===== src/design/im2col_pkg.sv =====
package im2col_pkg;

	// configuration field widths
	localparam int CH_W       = 9;
	localparam int DIM_W      = 12;
	localparam int K_W        = 4;
	localparam int CFG_IDX_W  = 3;
	localparam int CFG_DATA_W = 12;

	// result index width
	localparam int IDX_W = 30;

	// output size per axis: up to max dim plus twice max pad
	localparam int OUT_W = 13;
	// signed numerator of the output size
	localparam int NUM_W = 14;
	// signed tap coordinate: out_pos*stride + tap*dil - pad
	localparam int POS_W = 18;

	localparam int PROD_CH_W = CH_W + DIM_W;
	localparam int BASE_W    = PROD_CH_W + DIM_W;
	localparam int RW_W      = 2 * DIM_W;

	// iterative divider, one quotient bit per cycle
	localparam int DIV_STEPS = OUT_W;
	localparam int DIV_CNT_W = $clog2(DIV_STEPS);

	// register map
	localparam logic [CFG_IDX_W-1:0] REG_NUM_CHANNELS  = 3'd0;
	localparam logic [CFG_IDX_W-1:0] REG_IMAGE_HEIGHT  = 3'd1;
	localparam logic [CFG_IDX_W-1:0] REG_IMAGE_WIDTH   = 3'd2;
	localparam logic [CFG_IDX_W-1:0] REG_KERNEL_HEIGHT = 3'd3;
	localparam logic [CFG_IDX_W-1:0] REG_KERNEL_WIDTH  = 3'd4;
	localparam logic [CFG_IDX_W-1:0] REG_PAD_SIZE      = 3'd5;
	localparam logic [CFG_IDX_W-1:0] REG_STRIDE_SIZE   = 3'd6;
	localparam logic [CFG_IDX_W-1:0] REG_DILATION_SIZE = 3'd7;

	// controller to datapath
	typedef struct packed {
		logic clear_pass;
		logic res_zero;
		logic res_bad;
		logic div_start;
		logic div_col;
		logic latch_rows;
		logic start_pass;
		logic stage1;
		logic stage2;
		logic emit;
	} cmd_t;

	// datapath to controller
	typedef struct packed {
		logic bad;
		logic pass_active;
		logic div_done;
	} sts_t;

endpackage


===== src/design/im2col_req_if.sv =====
interface im2col_req_if;
	logic valid;
	logic ready;
	logic restart;

	modport source (output valid, output restart, input ready);
	modport sink (input valid, input restart, output ready);
endinterface


===== src/design/im2col_rsp_if.sv =====
interface im2col_rsp_if;
	logic                            valid;
	logic                            ready;
	logic [im2col_pkg::IDX_W-1:0]    source_index;
	logic                            is_padding;
	logic                            is_last;
	logic                            bad_geometry;

	modport source (output valid, output source_index, output is_padding, output is_last,
		output bad_geometry, input ready);
	modport sink (input valid, input source_index, input is_padding, input is_last,
		input bad_geometry, output ready);
endinterface


===== src/design/im2col_div.sv =====
module im2col_div (
	input  logic                          clk,
	input  logic                          arst_n,
	input  logic                          start,
	input  logic [im2col_pkg::OUT_W-1:0]  dividend,
	input  logic [im2col_pkg::K_W-1:0]    divisor,
	output logic                          done,
	output logic [im2col_pkg::OUT_W-1:0]  quotient
);

	logic                             busy_q;
	logic                             done_q;
	logic [im2col_pkg::DIV_CNT_W-1:0] cnt_q;
	logic [im2col_pkg::OUT_W-1:0]     quo_q;
	logic [im2col_pkg::K_W-1:0]       rem_q;
	logic [im2col_pkg::K_W-1:0]       div_q;
	logic [im2col_pkg::K_W:0]         trial;
	logic [im2col_pkg::K_W:0]         rem_next;
	logic                             ge;

	// restoring step: dividend bits leave at the top, quotient bits enter at the bottom
	assign trial    = {rem_q, quo_q[im2col_pkg::OUT_W-1]};
	assign ge       = trial >= {1'b0, div_q};
	assign rem_next = ge ? (trial - {1'b0, div_q}) : trial;

	always_ff @(posedge clk or negedge arst_n) begin
		if (!arst_n) begin
			busy_q <= 1'b0;
			done_q <= 1'b0;
			cnt_q  <= '0;
		end else if (start) begin
			busy_q <= 1'b1;
			done_q <= 1'b0;
			cnt_q  <= '0;
		end else if (busy_q) begin
			cnt_q <= cnt_q + im2col_pkg::DIV_CNT_W'(1);
			if (cnt_q == im2col_pkg::DIV_CNT_W'(im2col_pkg::DIV_STEPS - 1)) begin
				busy_q <= 1'b0;
				done_q <= 1'b1;
			end
		end else begin
			done_q <= 1'b0;
		end
	end

	always_ff @(posedge clk) begin
		if (start) begin
			quo_q <= dividend;
			rem_q <= '0;
			div_q <= divisor;
		end else if (busy_q) begin
			quo_q <= {quo_q[im2col_pkg::OUT_W-2:0], ge};
			rem_q <= rem_next[im2col_pkg::K_W-1:0];
		end
	end

	assign done     = done_q;
	assign quotient = quo_q;

endmodule


===== src/design/im2col_dp.sv =====
module im2col_dp (
	input  logic                              clk,
	input  logic                              arst_n,
	input  logic                              cfg_wr_en,
	input  logic [im2col_pkg::CFG_IDX_W-1:0]  cfg_index,
	input  logic [im2col_pkg::CFG_DATA_W-1:0] cfg_wdata,
	input  im2col_pkg::cmd_t                  cmd,
	output im2col_pkg::sts_t                  sts,
	output logic [im2col_pkg::IDX_W-1:0]      source_index,
	output logic                              is_padding,
	output logic                              is_last,
	output logic                              bad_geometry
);

	// configuration
	logic [im2col_pkg::CH_W-1:0]  nch_q;
	logic [im2col_pkg::DIM_W-1:0] img_h_q;
	logic [im2col_pkg::DIM_W-1:0] img_w_q;
	logic [im2col_pkg::K_W-1:0]   ker_h_q;
	logic [im2col_pkg::K_W-1:0]   ker_w_q;
	logic [im2col_pkg::K_W-1:0]   pad_q;
	logic [im2col_pkg::K_W-1:0]   stride_q;
	logic [im2col_pkg::K_W-1:0]   dil_q;

	// pass state
	logic [im2col_pkg::CH_W-1:0]  ch_q;
	logic [im2col_pkg::K_W-1:0]   tr_q;
	logic [im2col_pkg::K_W-1:0]   tc_q;
	logic [im2col_pkg::OUT_W-1:0] orc_q;
	logic [im2col_pkg::OUT_W-1:0] occ_q;
	logic [im2col_pkg::OUT_W-1:0] rows_q;
	logic [im2col_pkg::OUT_W-1:0] cols_q;
	logic                         pass_q;

	// geometry check
	logic [im2col_pkg::K_W-1:0]   kh_m1;
	logic [im2col_pkg::K_W-1:0]   kw_m1;
	logic [2*im2col_pkg::K_W-1:0] ext_h;
	logic [2*im2col_pkg::K_W-1:0] ext_w;
	logic [im2col_pkg::NUM_W-1:0] num_h;
	logic [im2col_pkg::NUM_W-1:0] num_w;
	logic                         bad;

	// divider
	logic [im2col_pkg::OUT_W-1:0] div_dividend;
	logic [im2col_pkg::OUT_W-1:0] div_quotient;
	logic                         div_done;

	// index pipeline
	logic [im2col_pkg::OUT_W+im2col_pkg::K_W-1:0] row_scaled;
	logic [im2col_pkg::OUT_W+im2col_pkg::K_W-1:0] col_scaled;
	logic [2*im2col_pkg::K_W-1:0]                 row_tap;
	logic [2*im2col_pkg::K_W-1:0]                 col_tap;
	logic [im2col_pkg::POS_W-1:0]                 src_row;
	logic [im2col_pkg::POS_W-1:0]                 src_col;
	logic [im2col_pkg::PROD_CH_W-1:0]             pch_s1;
	logic [im2col_pkg::POS_W-1:0]                 sr_s1;
	logic [im2col_pkg::POS_W-1:0]                 sc_s1;
	logic [im2col_pkg::BASE_W-1:0]                base_full;
	logic [im2col_pkg::RW_W-1:0]                  rw_full;
	logic                                         pad_now;
	logic [im2col_pkg::IDX_W-1:0]                 base_s2;
	logic [im2col_pkg::RW_W-1:0]                  rw_s2;
	logic [im2col_pkg::DIM_W-1:0]                 sc_s2;
	logic                                         pad_s2;
	logic [im2col_pkg::IDX_W-1:0]                 idx_sum;

	// counter carries
	logic oc_end, or_end, tc_end, tr_end, ch_end, last_now;

	// results
	logic [im2col_pkg::IDX_W-1:0] res_idx_q;
	logic                         res_pad_q;
	logic                         res_last_q;
	logic                         res_bad_q;

	always_ff @(posedge clk or negedge arst_n) begin
		if (!arst_n) begin
			nch_q    <= im2col_pkg::CH_W'(1);
			img_h_q  <= im2col_pkg::DIM_W'(1);
			img_w_q  <= im2col_pkg::DIM_W'(1);
			ker_h_q  <= im2col_pkg::K_W'(1);
			ker_w_q  <= im2col_pkg::K_W'(1);
			pad_q    <= '0;
			stride_q <= im2col_pkg::K_W'(1);
			dil_q    <= im2col_pkg::K_W'(1);
		end else if (cfg_wr_en) begin
			case (cfg_index)
				im2col_pkg::REG_NUM_CHANNELS:  nch_q    <= cfg_wdata[im2col_pkg::CH_W-1:0];
				im2col_pkg::REG_IMAGE_HEIGHT:  img_h_q  <= cfg_wdata[im2col_pkg::DIM_W-1:0];
				im2col_pkg::REG_IMAGE_WIDTH:   img_w_q  <= cfg_wdata[im2col_pkg::DIM_W-1:0];
				im2col_pkg::REG_KERNEL_HEIGHT: ker_h_q  <= cfg_wdata[im2col_pkg::K_W-1:0];
				im2col_pkg::REG_KERNEL_WIDTH:  ker_w_q  <= cfg_wdata[im2col_pkg::K_W-1:0];
				im2col_pkg::REG_PAD_SIZE:      pad_q    <= cfg_wdata[im2col_pkg::K_W-1:0];
				im2col_pkg::REG_STRIDE_SIZE:   stride_q <= cfg_wdata[im2col_pkg::K_W-1:0];
				im2col_pkg::REG_DILATION_SIZE: dil_q    <= cfg_wdata[im2col_pkg::K_W-1:0];
				default: ;
			endcase
		end
	end

	// padded extent minus kernel extent, negative means no output
	assign kh_m1 = ker_h_q - im2col_pkg::K_W'(1);
	assign kw_m1 = ker_w_q - im2col_pkg::K_W'(1);
	assign ext_h = dil_q * kh_m1;
	assign ext_w = dil_q * kw_m1;
	assign num_h = im2col_pkg::NUM_W'(img_h_q) + im2col_pkg::NUM_W'({pad_q, 1'b0})
		- im2col_pkg::NUM_W'(ext_h) - im2col_pkg::NUM_W'(1);
	assign num_w = im2col_pkg::NUM_W'(img_w_q) + im2col_pkg::NUM_W'({pad_q, 1'b0})
		- im2col_pkg::NUM_W'(ext_w) - im2col_pkg::NUM_W'(1);

	assign bad = (nch_q == '0) || (ker_h_q == '0) || (ker_w_q == '0) || (stride_q == '0)
		|| num_h[im2col_pkg::NUM_W-1] || num_w[im2col_pkg::NUM_W-1];

	assign div_dividend = cmd.div_col ? num_w[im2col_pkg::OUT_W-1:0]
		: num_h[im2col_pkg::OUT_W-1:0];

	im2col_div u_div (
		.clk      (clk),
		.arst_n   (arst_n),
		.start    (cmd.div_start),
		.dividend (div_dividend),
		.divisor  (stride_q),
		.done     (div_done),
		.quotient (div_quotient)
	);

	// stage 1: tap coordinates and channel row product
	assign row_scaled = orc_q * stride_q;
	assign col_scaled = occ_q * stride_q;
	assign row_tap    = tr_q * dil_q;
	assign col_tap    = tc_q * dil_q;
	assign src_row    = im2col_pkg::POS_W'(row_scaled) + im2col_pkg::POS_W'(row_tap)
		- im2col_pkg::POS_W'(pad_q);
	assign src_col    = im2col_pkg::POS_W'(col_scaled) + im2col_pkg::POS_W'(col_tap)
		- im2col_pkg::POS_W'(pad_q);

	always_ff @(posedge clk) begin
		if (cmd.stage1) begin
			pch_s1 <= ch_q * img_h_q;
			sr_s1  <= src_row;
			sc_s1  <= src_col;
		end
	end

	// stage 2: channel base, row offset, bounds check
	assign base_full = pch_s1 * img_w_q;
	assign rw_full   = sr_s1[im2col_pkg::DIM_W-1:0] * img_w_q;
	assign pad_now   = sr_s1[im2col_pkg::POS_W-1] || sc_s1[im2col_pkg::POS_W-1]
		|| (sr_s1 >= im2col_pkg::POS_W'(img_h_q)) || (sc_s1 >= im2col_pkg::POS_W'(img_w_q));

	always_ff @(posedge clk) begin
		if (cmd.stage2) begin
			base_s2 <= base_full[im2col_pkg::IDX_W-1:0];
			rw_s2   <= rw_full;
			sc_s2   <= sc_s1[im2col_pkg::DIM_W-1:0];
			pad_s2  <= pad_now;
		end
	end

	// stage 3: final sum
	assign idx_sum = base_s2 + im2col_pkg::IDX_W'(rw_s2) + im2col_pkg::IDX_W'(sc_s2);

	// nested counter carries, a counter past a shrunk bound wraps on its next advance
	assign oc_end   = (occ_q + (im2col_pkg::OUT_W+1)'(1)) >= (im2col_pkg::OUT_W+1)'(cols_q);
	assign or_end   = (orc_q + (im2col_pkg::OUT_W+1)'(1)) >= (im2col_pkg::OUT_W+1)'(rows_q);
	assign tc_end   = (tc_q + (im2col_pkg::K_W+1)'(1)) >= (im2col_pkg::K_W+1)'(ker_w_q);
	assign tr_end   = (tr_q + (im2col_pkg::K_W+1)'(1)) >= (im2col_pkg::K_W+1)'(ker_h_q);
	assign ch_end   = (ch_q + (im2col_pkg::CH_W+1)'(1)) >= (im2col_pkg::CH_W+1)'(nch_q);
	assign last_now = oc_end && or_end && tc_end && tr_end && ch_end;

	always_ff @(posedge clk or negedge arst_n) begin
		if (!arst_n) begin
			ch_q   <= '0;
			tr_q   <= '0;
			tc_q   <= '0;
			orc_q  <= '0;
			occ_q  <= '0;
			rows_q <= '0;
			cols_q <= '0;
			pass_q <= 1'b0;
		end else begin
			if (cmd.clear_pass) begin
				pass_q <= 1'b0;
			end
			if (cmd.latch_rows) begin
				rows_q <= div_quotient + im2col_pkg::OUT_W'(1);
			end
			if (cmd.start_pass) begin
				cols_q <= div_quotient + im2col_pkg::OUT_W'(1);
				ch_q   <= '0;
				tr_q   <= '0;
				tc_q   <= '0;
				orc_q  <= '0;
				occ_q  <= '0;
				pass_q <= 1'b1;
			end
			if (cmd.emit) begin
				if (!oc_end) begin
					occ_q <= occ_q + im2col_pkg::OUT_W'(1);
				end else begin
					occ_q <= '0;
					if (!or_end) begin
						orc_q <= orc_q + im2col_pkg::OUT_W'(1);
					end else begin
						orc_q <= '0;
						if (!tc_end) begin
							tc_q <= tc_q + im2col_pkg::K_W'(1);
						end else begin
							tc_q <= '0;
							if (!tr_end) begin
								tr_q <= tr_q + im2col_pkg::K_W'(1);
							end else begin
								tr_q <= '0;
								if (!ch_end) begin
									ch_q <= ch_q + im2col_pkg::CH_W'(1);
								end else begin
									ch_q   <= '0;
									pass_q <= 1'b0;
								end
							end
						end
					end
				end
			end
		end
	end

	always_ff @(posedge clk) begin
		if (cmd.res_zero) begin
			res_idx_q  <= '0;
			res_pad_q  <= 1'b0;
			res_last_q <= 1'b0;
			res_bad_q  <= 1'b0;
		end else if (cmd.res_bad) begin
			res_idx_q  <= '0;
			res_pad_q  <= 1'b0;
			res_last_q <= 1'b0;
			res_bad_q  <= 1'b1;
		end else if (cmd.emit) begin
			res_idx_q  <= pad_s2 ? '0 : idx_sum;
			res_pad_q  <= pad_s2;
			res_last_q <= last_now;
			res_bad_q  <= 1'b0;
		end
	end

	assign sts.bad         = bad;
	assign sts.pass_active = pass_q;
	assign sts.div_done    = div_done;

	assign source_index = res_idx_q;
	assign is_padding   = res_pad_q;
	assign is_last      = res_last_q;
	assign bad_geometry = res_bad_q;

endmodule


===== src/design/im2col_ctrl.sv =====
module im2col_ctrl (
	input  logic             clk,
	input  logic             arst_n,
	input  logic             in_valid,
	input  logic             in_restart,
	output logic             in_ready,
	output logic             out_valid,
	input  logic             out_ready,
	input  im2col_pkg::sts_t sts,
	output im2col_pkg::cmd_t cmd
);

	localparam logic [2:0] S_IDLE    = 3'd0;
	localparam logic [2:0] S_DIV_ROW = 3'd1;
	localparam logic [2:0] S_DIV_COL = 3'd2;
	localparam logic [2:0] S_CALC1   = 3'd3;
	localparam logic [2:0] S_CALC2   = 3'd4;
	localparam logic [2:0] S_CALC3   = 3'd5;
	localparam logic [2:0] S_OUT     = 3'd6;

	logic [2:0] state_q;
	logic [2:0] state_d;
	logic       accept;

	assign in_ready  = (state_q == S_IDLE);
	assign out_valid = (state_q == S_OUT);
	assign accept    = in_valid && in_ready;

	always_comb begin
		cmd     = '0;
		state_d = state_q;
		case (state_q)
			S_IDLE: begin
				if (accept) begin
					if (in_restart) begin
						cmd.clear_pass = 1'b1;
						if (sts.bad) begin
							cmd.res_bad = 1'b1;
							state_d     = S_OUT;
						end else begin
							cmd.div_start = 1'b1;
							state_d       = S_DIV_ROW;
						end
					end else if (sts.pass_active) begin
						state_d = S_CALC1;
					end else begin
						cmd.res_zero = 1'b1;
						state_d      = S_OUT;
					end
				end
			end
			S_DIV_ROW: begin
				if (sts.div_done) begin
					cmd.latch_rows = 1'b1;
					cmd.div_start  = 1'b1;
					cmd.div_col    = 1'b1;
					state_d        = S_DIV_COL;
				end
			end
			S_DIV_COL: begin
				if (sts.div_done) begin
					cmd.start_pass = 1'b1;
					state_d        = S_CALC1;
				end
			end
			S_CALC1: begin
				cmd.stage1 = 1'b1;
				state_d    = S_CALC2;
			end
			S_CALC2: begin
				cmd.stage2 = 1'b1;
				state_d    = S_CALC3;
			end
			S_CALC3: begin
				cmd.emit = 1'b1;
				state_d  = S_OUT;
			end
			S_OUT: begin
				if (out_ready) begin
					state_d = S_IDLE;
				end
			end
			default: begin
				state_d = S_IDLE;
			end
		endcase
	end

	always_ff @(posedge clk or negedge arst_n) begin
		if (!arst_n) begin
			state_q <= S_IDLE;
		end else begin
			state_q <= state_d;
		end
	end

endmodule


===== src/design/im2col_address_generator.sv =====
// channel  | dir | handshake    | payload
// req      | in  | valid/ready  | restart
// rsp      | out | valid/ready  | source_index, is_padding, is_last, bad_geometry
// cfg      | in  | cfg_wr_en    | cfg_index, cfg_wdata
//
// one request at a time: a next-entry request during a pass runs the three index stages, then
// the result and idle states; outside a pass it goes straight to an all-zero result
// a restart request with good geometry adds two output-size divisions on the shared bit-serial
// divider; with bad geometry it goes straight to the bad_geometry result
// reset clears the sequencer, the pass counters and loads the register defaults
// a stalled result holds in the result register; no new request is taken until it leaves
module im2col_address_generator (
	input  logic                              clk,
	input  logic                              arst_n,
	im2col_req_if.sink                        req,
	im2col_rsp_if.source                      rsp,
	input  logic                              cfg_wr_en,
	input  logic [im2col_pkg::CFG_IDX_W-1:0]  cfg_index,
	input  logic [im2col_pkg::CFG_DATA_W-1:0] cfg_wdata
);

	// command and status between sequencer and datapath
	im2col_pkg::cmd_t cmd;
	im2col_pkg::sts_t sts;

	// sequencer: request handshake, division waits, index stages, result hold
	im2col_ctrl u_ctrl (
		.clk        (clk),
		.arst_n     (arst_n),
		.in_valid   (req.valid),
		.in_restart (req.restart),
		.in_ready   (req.ready),
		.out_valid  (rsp.valid),
		.out_ready  (rsp.ready),
		.sts        (sts),
		.cmd        (cmd)
	);

	// datapath: registers, geometry check, divider, nested counters, index pipeline
	im2col_dp u_dp (
		.clk          (clk),
		.arst_n       (arst_n),
		.cfg_wr_en    (cfg_wr_en),
		.cfg_index    (cfg_index),
		.cfg_wdata    (cfg_wdata),
		.cmd          (cmd),
		.sts          (sts),
		.source_index (rsp.source_index),
		.is_padding   (rsp.is_padding),
		.is_last      (rsp.is_last),
		.bad_geometry (rsp.bad_geometry)
	);

endmodule


===== src/flat_wrapper.sv =====
// flat-port wrapper written by rule: the top's interface ports become plain ports
module im2col_address_generator_flat 
  (clk, arst_n, cfg_wr_en, cfg_index, cfg_wdata, req_valid, req_restart, req_ready, rsp_valid, rsp_source_index, rsp_is_padding, rsp_is_last, rsp_bad_geometry, rsp_ready);
  im2col_req_if req_i ();
  im2col_rsp_if rsp_i ();
  input  logic clk;
  input  logic arst_n;
  input  logic cfg_wr_en;
  input  logic [im2col_pkg::CFG_IDX_W-1:0] cfg_index;
  input  logic [im2col_pkg::CFG_DATA_W-1:0] cfg_wdata;
  input wire logic [$bits(req_i.valid)-1:0] req_valid;
  input wire logic [$bits(req_i.restart)-1:0] req_restart;
  output wire logic [$bits(req_i.ready)-1:0] req_ready;
  output wire logic [$bits(rsp_i.valid)-1:0] rsp_valid;
  output wire logic [$bits(rsp_i.source_index)-1:0] rsp_source_index;
  output wire logic [$bits(rsp_i.is_padding)-1:0] rsp_is_padding;
  output wire logic [$bits(rsp_i.is_last)-1:0] rsp_is_last;
  output wire logic [$bits(rsp_i.bad_geometry)-1:0] rsp_bad_geometry;
  input wire logic [$bits(rsp_i.ready)-1:0] rsp_ready;
  assign req_i.valid = req_valid;
  assign req_i.restart = req_restart;
  assign req_ready = req_i.ready;
  assign rsp_valid = rsp_i.valid;
  assign rsp_source_index = rsp_i.source_index;
  assign rsp_is_padding = rsp_i.is_padding;
  assign rsp_is_last = rsp_i.is_last;
  assign rsp_bad_geometry = rsp_i.bad_geometry;
  assign rsp_i.ready = rsp_ready;
  im2col_address_generator u_core (.clk(clk), .arst_n(arst_n), .req(req_i), .rsp(rsp_i), .cfg_wr_en(cfg_wr_en), .cfg_index(cfg_index), .cfg_wdata(cfg_wdata));
endmodule

===== config.mk =====
export PLATFORM = sky130hd
export DESIGN_NAME = im2col_address_generator_flat
export DESIGN_NICKNAME = d
export VERILOG_FILES = /design/src/design/im2col_pkg.sv /design/src/design/im2col_req_if.sv /design/src/design/im2col_rsp_if.sv /design/src/design/im2col_div.sv /design/src/design/im2col_dp.sv /design/src/design/im2col_ctrl.sv /design/src/design/im2col_address_generator.sv /design/src/flat_wrapper.sv
export SDC_FILE = /design/constraint.sdc
export NUM_CORES = 2
export LEC_CHECK = 0
export BUFFER_PORTS_ARGS = -buffer_cell sky130_fd_sc_hd__buf_2
export CAP_MARGIN = 30
export CORE_MARGIN = 4
export CORE_UTILIZATION = 40
export DETAILED_ROUTE_END_ITERATION = 10
export HOLD_SLACK_MARGIN = 0.12
export SETUP_SLACK_MARGIN = 0.15
export SLEW_MARGIN = 20
export SYNTH_ARGS = -nofsm -noshare
export SYNTH_HDL_FRONTEND = slang
export SYNTH_SLANG_ARGS = --single-unit
export TNS_END_PERCENT = 1

===== constraint.sdc =====
create_clock -name clk -period 7.3 [get_ports clk]
set_input_delay 0.365 -clock clk [delete_from_list [all_inputs] [get_ports clk]]
set_output_delay 0.365 -clock clk [all_outputs]
set_load 0.01 [all_outputs]

Yosys cells after proc, flatten, opt, wreduce, memory -nomap -nowiden:

Cells that the tools add are included.

* order comparisons: 8
* eq/ne operators: 19
* multipliers: 9
* mux-type cells: 72
* add/subtract/negate cells: 27
* reduce and logical (&&, ||, !) cells: 32

Operator list (number)
* $mux W13: 10
* $mux W9: 7
* $mux W4: 15
* $add A13 B1 Y13 const B: 3
* $add A17 B8 Y18: 2
* $ge A18 B12 Y1: 2
* $sub A18 B4 Y18: 2
* $mul A13 B4 Y17: 2
* $mul A4 B4 Y8: 4
* $add A30 B12 Y30: 1
* $add A30 B24 Y30: 1
* $mul A21 B12 Y30: 1
* $mux W30: 1
* $add A13 B1 Y14 const B: 2
* $ge A14 B13 Y1: 2
* $sub A13 B8 Y14: 2
* $sub A14 B1 Y14 const B: 2
* $mux W3: 9
* $add A12 B5 Y13: 2
* $mux W1: 26
* $mul A12 B12 Y24: 1
* $eq A3 B3 Y1 const B: 7
* $mul A9 B12 Y21: 1
* $pmux W3 S7: 1
* other kinds (25): 61

* register bits after elaboration: 310
* word-level logic and storage cells: 201
* input bits: 21

Longest topological paths before layout:

* word-level depth: 18
* mapped depth: 21
* mapped depth without buffers: 20

Modules after synthesis:

From an unflattened synthesis, not the netlist that was laid out.

* cells, all modules: 4039
* area total of the unflattened synthesis: 37990.2 um2

Modules (own cells, without submodules)
* im2col_dp: cells each 3898, times used 1, area each 36363.6 um2
* im2col_div: cells each 98, times used 1, area each 1297.5 um2
* im2col_ctrl: cells each 43, times used 1, area each 329.1 um2

Worst setup path after synthesis:

Ideal clock, no wire load.

* kind: reg-to-reg
* start point: register u_core.u_dp.img_w_q[5] (netlist bit)
* end point: register u_core.u_dp.base_s2[29] (netlist bit) (data pin)
* data arrival time: 5.762 ns
* buffers on the path: 1
* cell stages (with the launch flop): 20
* path slack: 1.264 ns
* period minus slack after synthesis: 6.036 ns
* library setup time: 0.274 ns
* cells stage by stage: dfrtp_1 > clkbuf_1 > nand2_1 > fa_1 > inv_1 > fa_1 > inv_1 > fa_1 > inv_1 > fa_1 > fa_1 > ha_1 > a211oi_1 > o211ai_1 > a41oi_1 > nor3_1 > a2111oi_0 > o211ai_1 > a2111oi_0 > a211oi_1

* word-level cells in the longest chain between the ends: 1

Ends and longest elaborated chain
* from (decl): RTL line im2col_dp.sv:18 `logic [im2col_pkg::DIM_W-1:0] img_w_q;`
* from (signal assigned): RTL line im2col_dp.sv:81 `img_w_q <= im2col_pkg::DIM_W'(1);`
* from (signal assigned): RTL line im2col_dp.sv:91 `im2col_pkg::REG_IMAGE_WIDTH: img_w_q <= cfg_wdata[im2col_pkg::DIM_W-1:0];`
* $mul A21 B12 Y30: RTL line im2col_dp.sv:147 `assign base_full = pch_s1 * img_w_q;`
* net u_core.u_dp.base_full (one bit): RTL line im2col_dp.sv:59 `logic [im2col_pkg::BASE_W-1:0] base_full;`
* to (signal assigned): RTL line im2col_dp.sv:154 `base_s2 <= base_full[im2col_pkg::IDX_W-1:0];`
* to (decl): RTL line im2col_dp.sv:62 `logic [im2col_pkg::IDX_W-1:0] base_s2;`

The timed path passes the listed nets, and every way through them passes these cells.
A chain may end at the register's enable or synchronous reset.

Worst setup path in the final report:

* start point: register u_core.u_dp.img_w_q[6] (netlist bit)
* end point: register u_core.u_dp.rw_s2[22] (netlist bit) (data pin)

* word-level cells in the longest chain between the ends: 1

Ends and longest elaborated chain
* $mul A12 B12 Y24: RTL line im2col_dp.sv:148 `assign rw_full = sr_s1[im2col_pkg::DIM_W-1:0] * img_w_q;`
* net u_core.u_dp.rw_full (one bit): RTL line im2col_dp.sv:60 `logic [im2col_pkg::RW_W-1:0] rw_full;`
* to (signal assigned): RTL line im2col_dp.sv:155 `rw_s2 <= rw_full;`
* to (decl): RTL line im2col_dp.sv:63 `logic [im2col_pkg::RW_W-1:0] rw_s2;`

The timed path passes the listed nets, and every way through them passes these cells.

==> results.toml <==
[outcome]
status = "finished clean"

[setup_path]
crit_required_ns = 7.62
slowest_delay_ns = 0.66
end_kind = "flop"
worstPathMaxFanout = 22
crit_slowest_cell = "o41ai_1"
crit_type = "flop to flop"
worstPathCellList = "buf_4 -> and2_1 -> fa_1 -> fa_1 -> inv_1 -> fa_1 -> inv_1 -> fa_1 -> fa_1 -> ha_1 -> or3_1 -> o221a_2 -> o31a_1 -> o41ai_1 -> o311a_1 -> a21oi_1 -> xor2_1"
start_kind = "flop"
crit_top_cell = "fa_1"
arrival_ns = 6.59

[clocking]
ctsResizeCount = 0
cts_tree = "built"
cts_hold_buffers = 11
root_buffer = "clkbuf_16"
clk_latency_ns = 0.60
cts_made_buffers = 41
clk_pin_slew_ns = 0.06
h-tree-depth = 2
post_cts_buffers = 0
clock-sinks = 310
cts_max_path_buffers = 3

[sta]
final_hold_viol_count = 0
final-setup-viol-count = 0
skew_ns = 0.03783
fmax_mhz = 159.7
tightest_slew_ns = 0.9828
tns_ns = 0
drv_slew = 0
max_slew_margin_pct = 33.92
period_share_pct = 85.80
rsz0062_at_grt = "no"
period_needed_ns = 6.263

[drt]
wirelength_mm = 96.35
avgViaCountPerCell = 5.093
drt_iter0_markers = 1756
ant_nets = 0
wire_per_inst_um = 18.30
drc = 0
dr.pass1.iters = 6
vias = 26820

[logic_synthesis]
synth_cells = 3996
yosysSeqAreaShare_pct = 21.91
ys_warn_count = 0
synthArstFlopShare_pct = 42.58
syn-cell-area_mm2 = 0.03782
synthAdderAreaFrac_pct = 40.17
avgSynthCellArea_um2 = 9.465
synth-xor-area-share_pct = 3.890
synthMuxAreaShare_pct = 1.135
synthSimpleGateAreaFrac_pct = 15.15
syn-num-nets = 4927
synth_cell_types = 78
synth_top_family_by_area = "adder cells"
synth_edf_count = 141
synth-seq-cells = 310
synthFlopType = "edfxtp_1"
synth_compound_area_share_pct = 9.753

[finish]
area_growth_syn_to_layout_pct = 8.188
fillers = 9158
final_nets = 4906
drive_gt1_share_pct = 5.589

[floorplanning]
start_util_pct = 40.40
core_mm2 = 0.09361
die_w_um = 315.5
dieArea_mm2 = 0.09954
rows = 112
die_h_um = 315.5
io_pins = 56

[run]
cap_violations = 0

[global_route]
antenna_found_initial = 3
grt_max_degree = 68
grtUsageTotal_pct = 19.99
grt_pass1_wl_mm = 157.0
grt_pass1_vias = 27740
grt_overflow = 0

[place]
place_congestion = 0.8977
dp_hpwl_mm = 77.04
io_buffers = 55

[min_path]
hp-class = "input port to flop"
-- synthesized netlist by cell type, drive strengths merged, types with 7 or more instances --
master	number	area [um2]
a2111oi	8	70.07
a211oi	19	142.6
a21boi	14	105.1
a21o	57	427.9
a21oi	125	625.6
a22o	12	105.1
a22oi	18	135.1
a31oi	17	106.4
a32o	16	160.2
and2	234	1464
and3	28	175.2
buf	13	60.06
clkbuf	156	586.8
dfrtp	125	3128
dfstp	7	183.9
dfxtp	37	740.7
edfxtp	141	4234
fa	507	10150
ha	403	5042
inv	633	2376
mux2	20	229.0
mux2i	20	200.2
nand2	571	2143
nand2b	27	168.9
nand3	51	260.3
nand4	21	131.4
nor2	129	484.2
nor2b	43	269.0
nor3	43	220.2
nor4	8	50.05
o211ai	10	75.07
o21a	27	202.7
o21ai	144	720.7
o21bai	17	127.6
o31a	8	70.07
o31ai	12	103.9
or2	15	93.84
or3	13	86.33
xnor2	112	980.9
xor2	56	490.5
-- logic make-up after synthesis --
| logic type | after synthesis |
|---|---|
| AO/OA/AOI/OAI | 561 |
| XOR/XNOR | 168 |
| adder cells (fa/ha/maj) | 910 |
| buffers and inverters | 802 |
| flip-flops | 310 |
| multiplexers | 40 |
| AND/OR/NAND/NOR | 1205 |
-- routing by layer --
metal  GRT usage (%)  vias up  routed length [um]  share of wire (%)
li1                -    12900                   -                  -
met1           28.06    13220               44260                 46
met2           31.82      579               43570                 45
met3           3.480      120                5487                5.7
met4           5.968        0                3039                3.2
met5               0        -                   0                  0
-- path summary, 6_finish.rpt --
kind,from,endpoint,slack [ns],cells after the start
setup / recovery,u_core.u_dp.img_w_q[6]$_DFFE_PN0P_,u_core.u_dp.rw_s2[22]$_DFFE_PP_,1.04,17
hold / removal,cfg_wdata[8],u_core.u_dp.img_h_q[8]$_DFFE_PN0P_,0.15,3
setup reg to reg,u_core.u_dp.img_w_q[6]$_DFFE_PN0P_,u_core.u_dp.rw_s2[22]$_DFFE_PP_,1.04,17
hold reg to reg,u_core.u_dp.source_index[23]$_SDFFE_PP0P_,u_core.u_dp.source_index[23]$_SDFFE_PP0P_,0.45,2
max in group asynchronous,arst_n,u_core.u_dp.img_w_q[0]$_DFFE_PN1P_,5.78,4
min in group asynchronous,arst_n,u_core.u_dp.occ_q[11]$_DFFE_PN0P_,0.31,2
-- through the flow --
stage               setup slack [ns]  hold WS, ns  std cells  area (um2)  utilization, %
global route                  0.5794       0.1773       5265       40920           43.71
floorplan                      1.264      0.06941       3996       37820               -
CTS                            1.067       0.1218       5260       40880           43.67
global placement               1.101       0.4151       5169       39310           42.00
finish                         1.037       0.1465       5266       40920           43.71
detailed placement             1.078       0.4119       5173       39390           42.08
-- layout by cell type, fill, tap and decap left out, types with 55 or more instances in the layout --
| master | netlist | layout |
|---|---|---|
| and2_1 | 234 | 234 |
| ha_1 | 403 | 403 |
| nand2_1 | 571 | 571 |
| nor2_1 | 129 | 128 |
| xor2_1 | 56 | 56 |
| inv_1 | 633 | 633 |
| dfrtp_1 | 125 | 125 |
| xnor2_1 | 112 | 112 |
| o21ai_0 | 144 | 144 |
| edfxtp_1 | 141 | 141 |
| buf_2 | 6 | 55 |
| a21oi_1 | 125 | 124 |
| fa_1 | 507 | 507 |
| a21o_1 | 57 | 57 |
-- final cells by class --
| type | instances | area (um2) | share of cell area (%) |
|---|---|---|---|
| clock buffer | 45 | 1072 | 2.621 |
| inverter | 633 | 2376 | 5.807 |
| antenna | 4 | 10.01 | 0.02446 |
| multi-input combinational | 2884 | 26550 | 64.89 |
| clock inverter | 31 | 305.3 | 0.7461 |
| tap | 1254 | 1569 | 3.834 |
| timing repair buffer | 105 | 745.7 | 1.822 |
| sequential | 310 | 8287 | 20.25 |
-- flip-flops by register name (all words and copies together) (netlist names), 9 cells and up --
name / count
u_core.u_dp.base_s2: 30
u_core.u_dp.source_index: 30
u_core.u_dp.rw_s2: 24
u_core.u_dp.pch_s1: 21
u_core.u_dp.sc_s1: 18
u_core.u_dp.sr_s1: 18
u_core.u_dp.cols_q: 13
u_core.u_dp.occ_q: 13
u_core.u_dp.orc_q: 13
u_core.u_dp.rows_q: 13
u_core.u_dp.u_div.quotient: 13
u_core.u_dp.img_h_q: 12
u_core.u_dp.img_w_q: 12
u_core.u_dp.sc_s2: 12
u_core.u_dp.ch_q: 9
u_core.u_dp.nch_q: 9
-- worst max-delay path: cells and delay by family, from the launching register on --
kind / cells / cell delay [ns]
adder cells (fa/ha/maj): 6 / 2.57
AO/OA/AOI/OAI: 5 / 1.63
flip-flops: 1 / 0.65
AND/OR/NAND/NOR: 2 / 0.56
buffers and inverters: 3 / 0.45
XOR/XNOR: 1 / 0.14
Power is left out: the tool's default activity adds up to more than one toggle a clock period on the data nets, which glitch-free logic cannot reach.
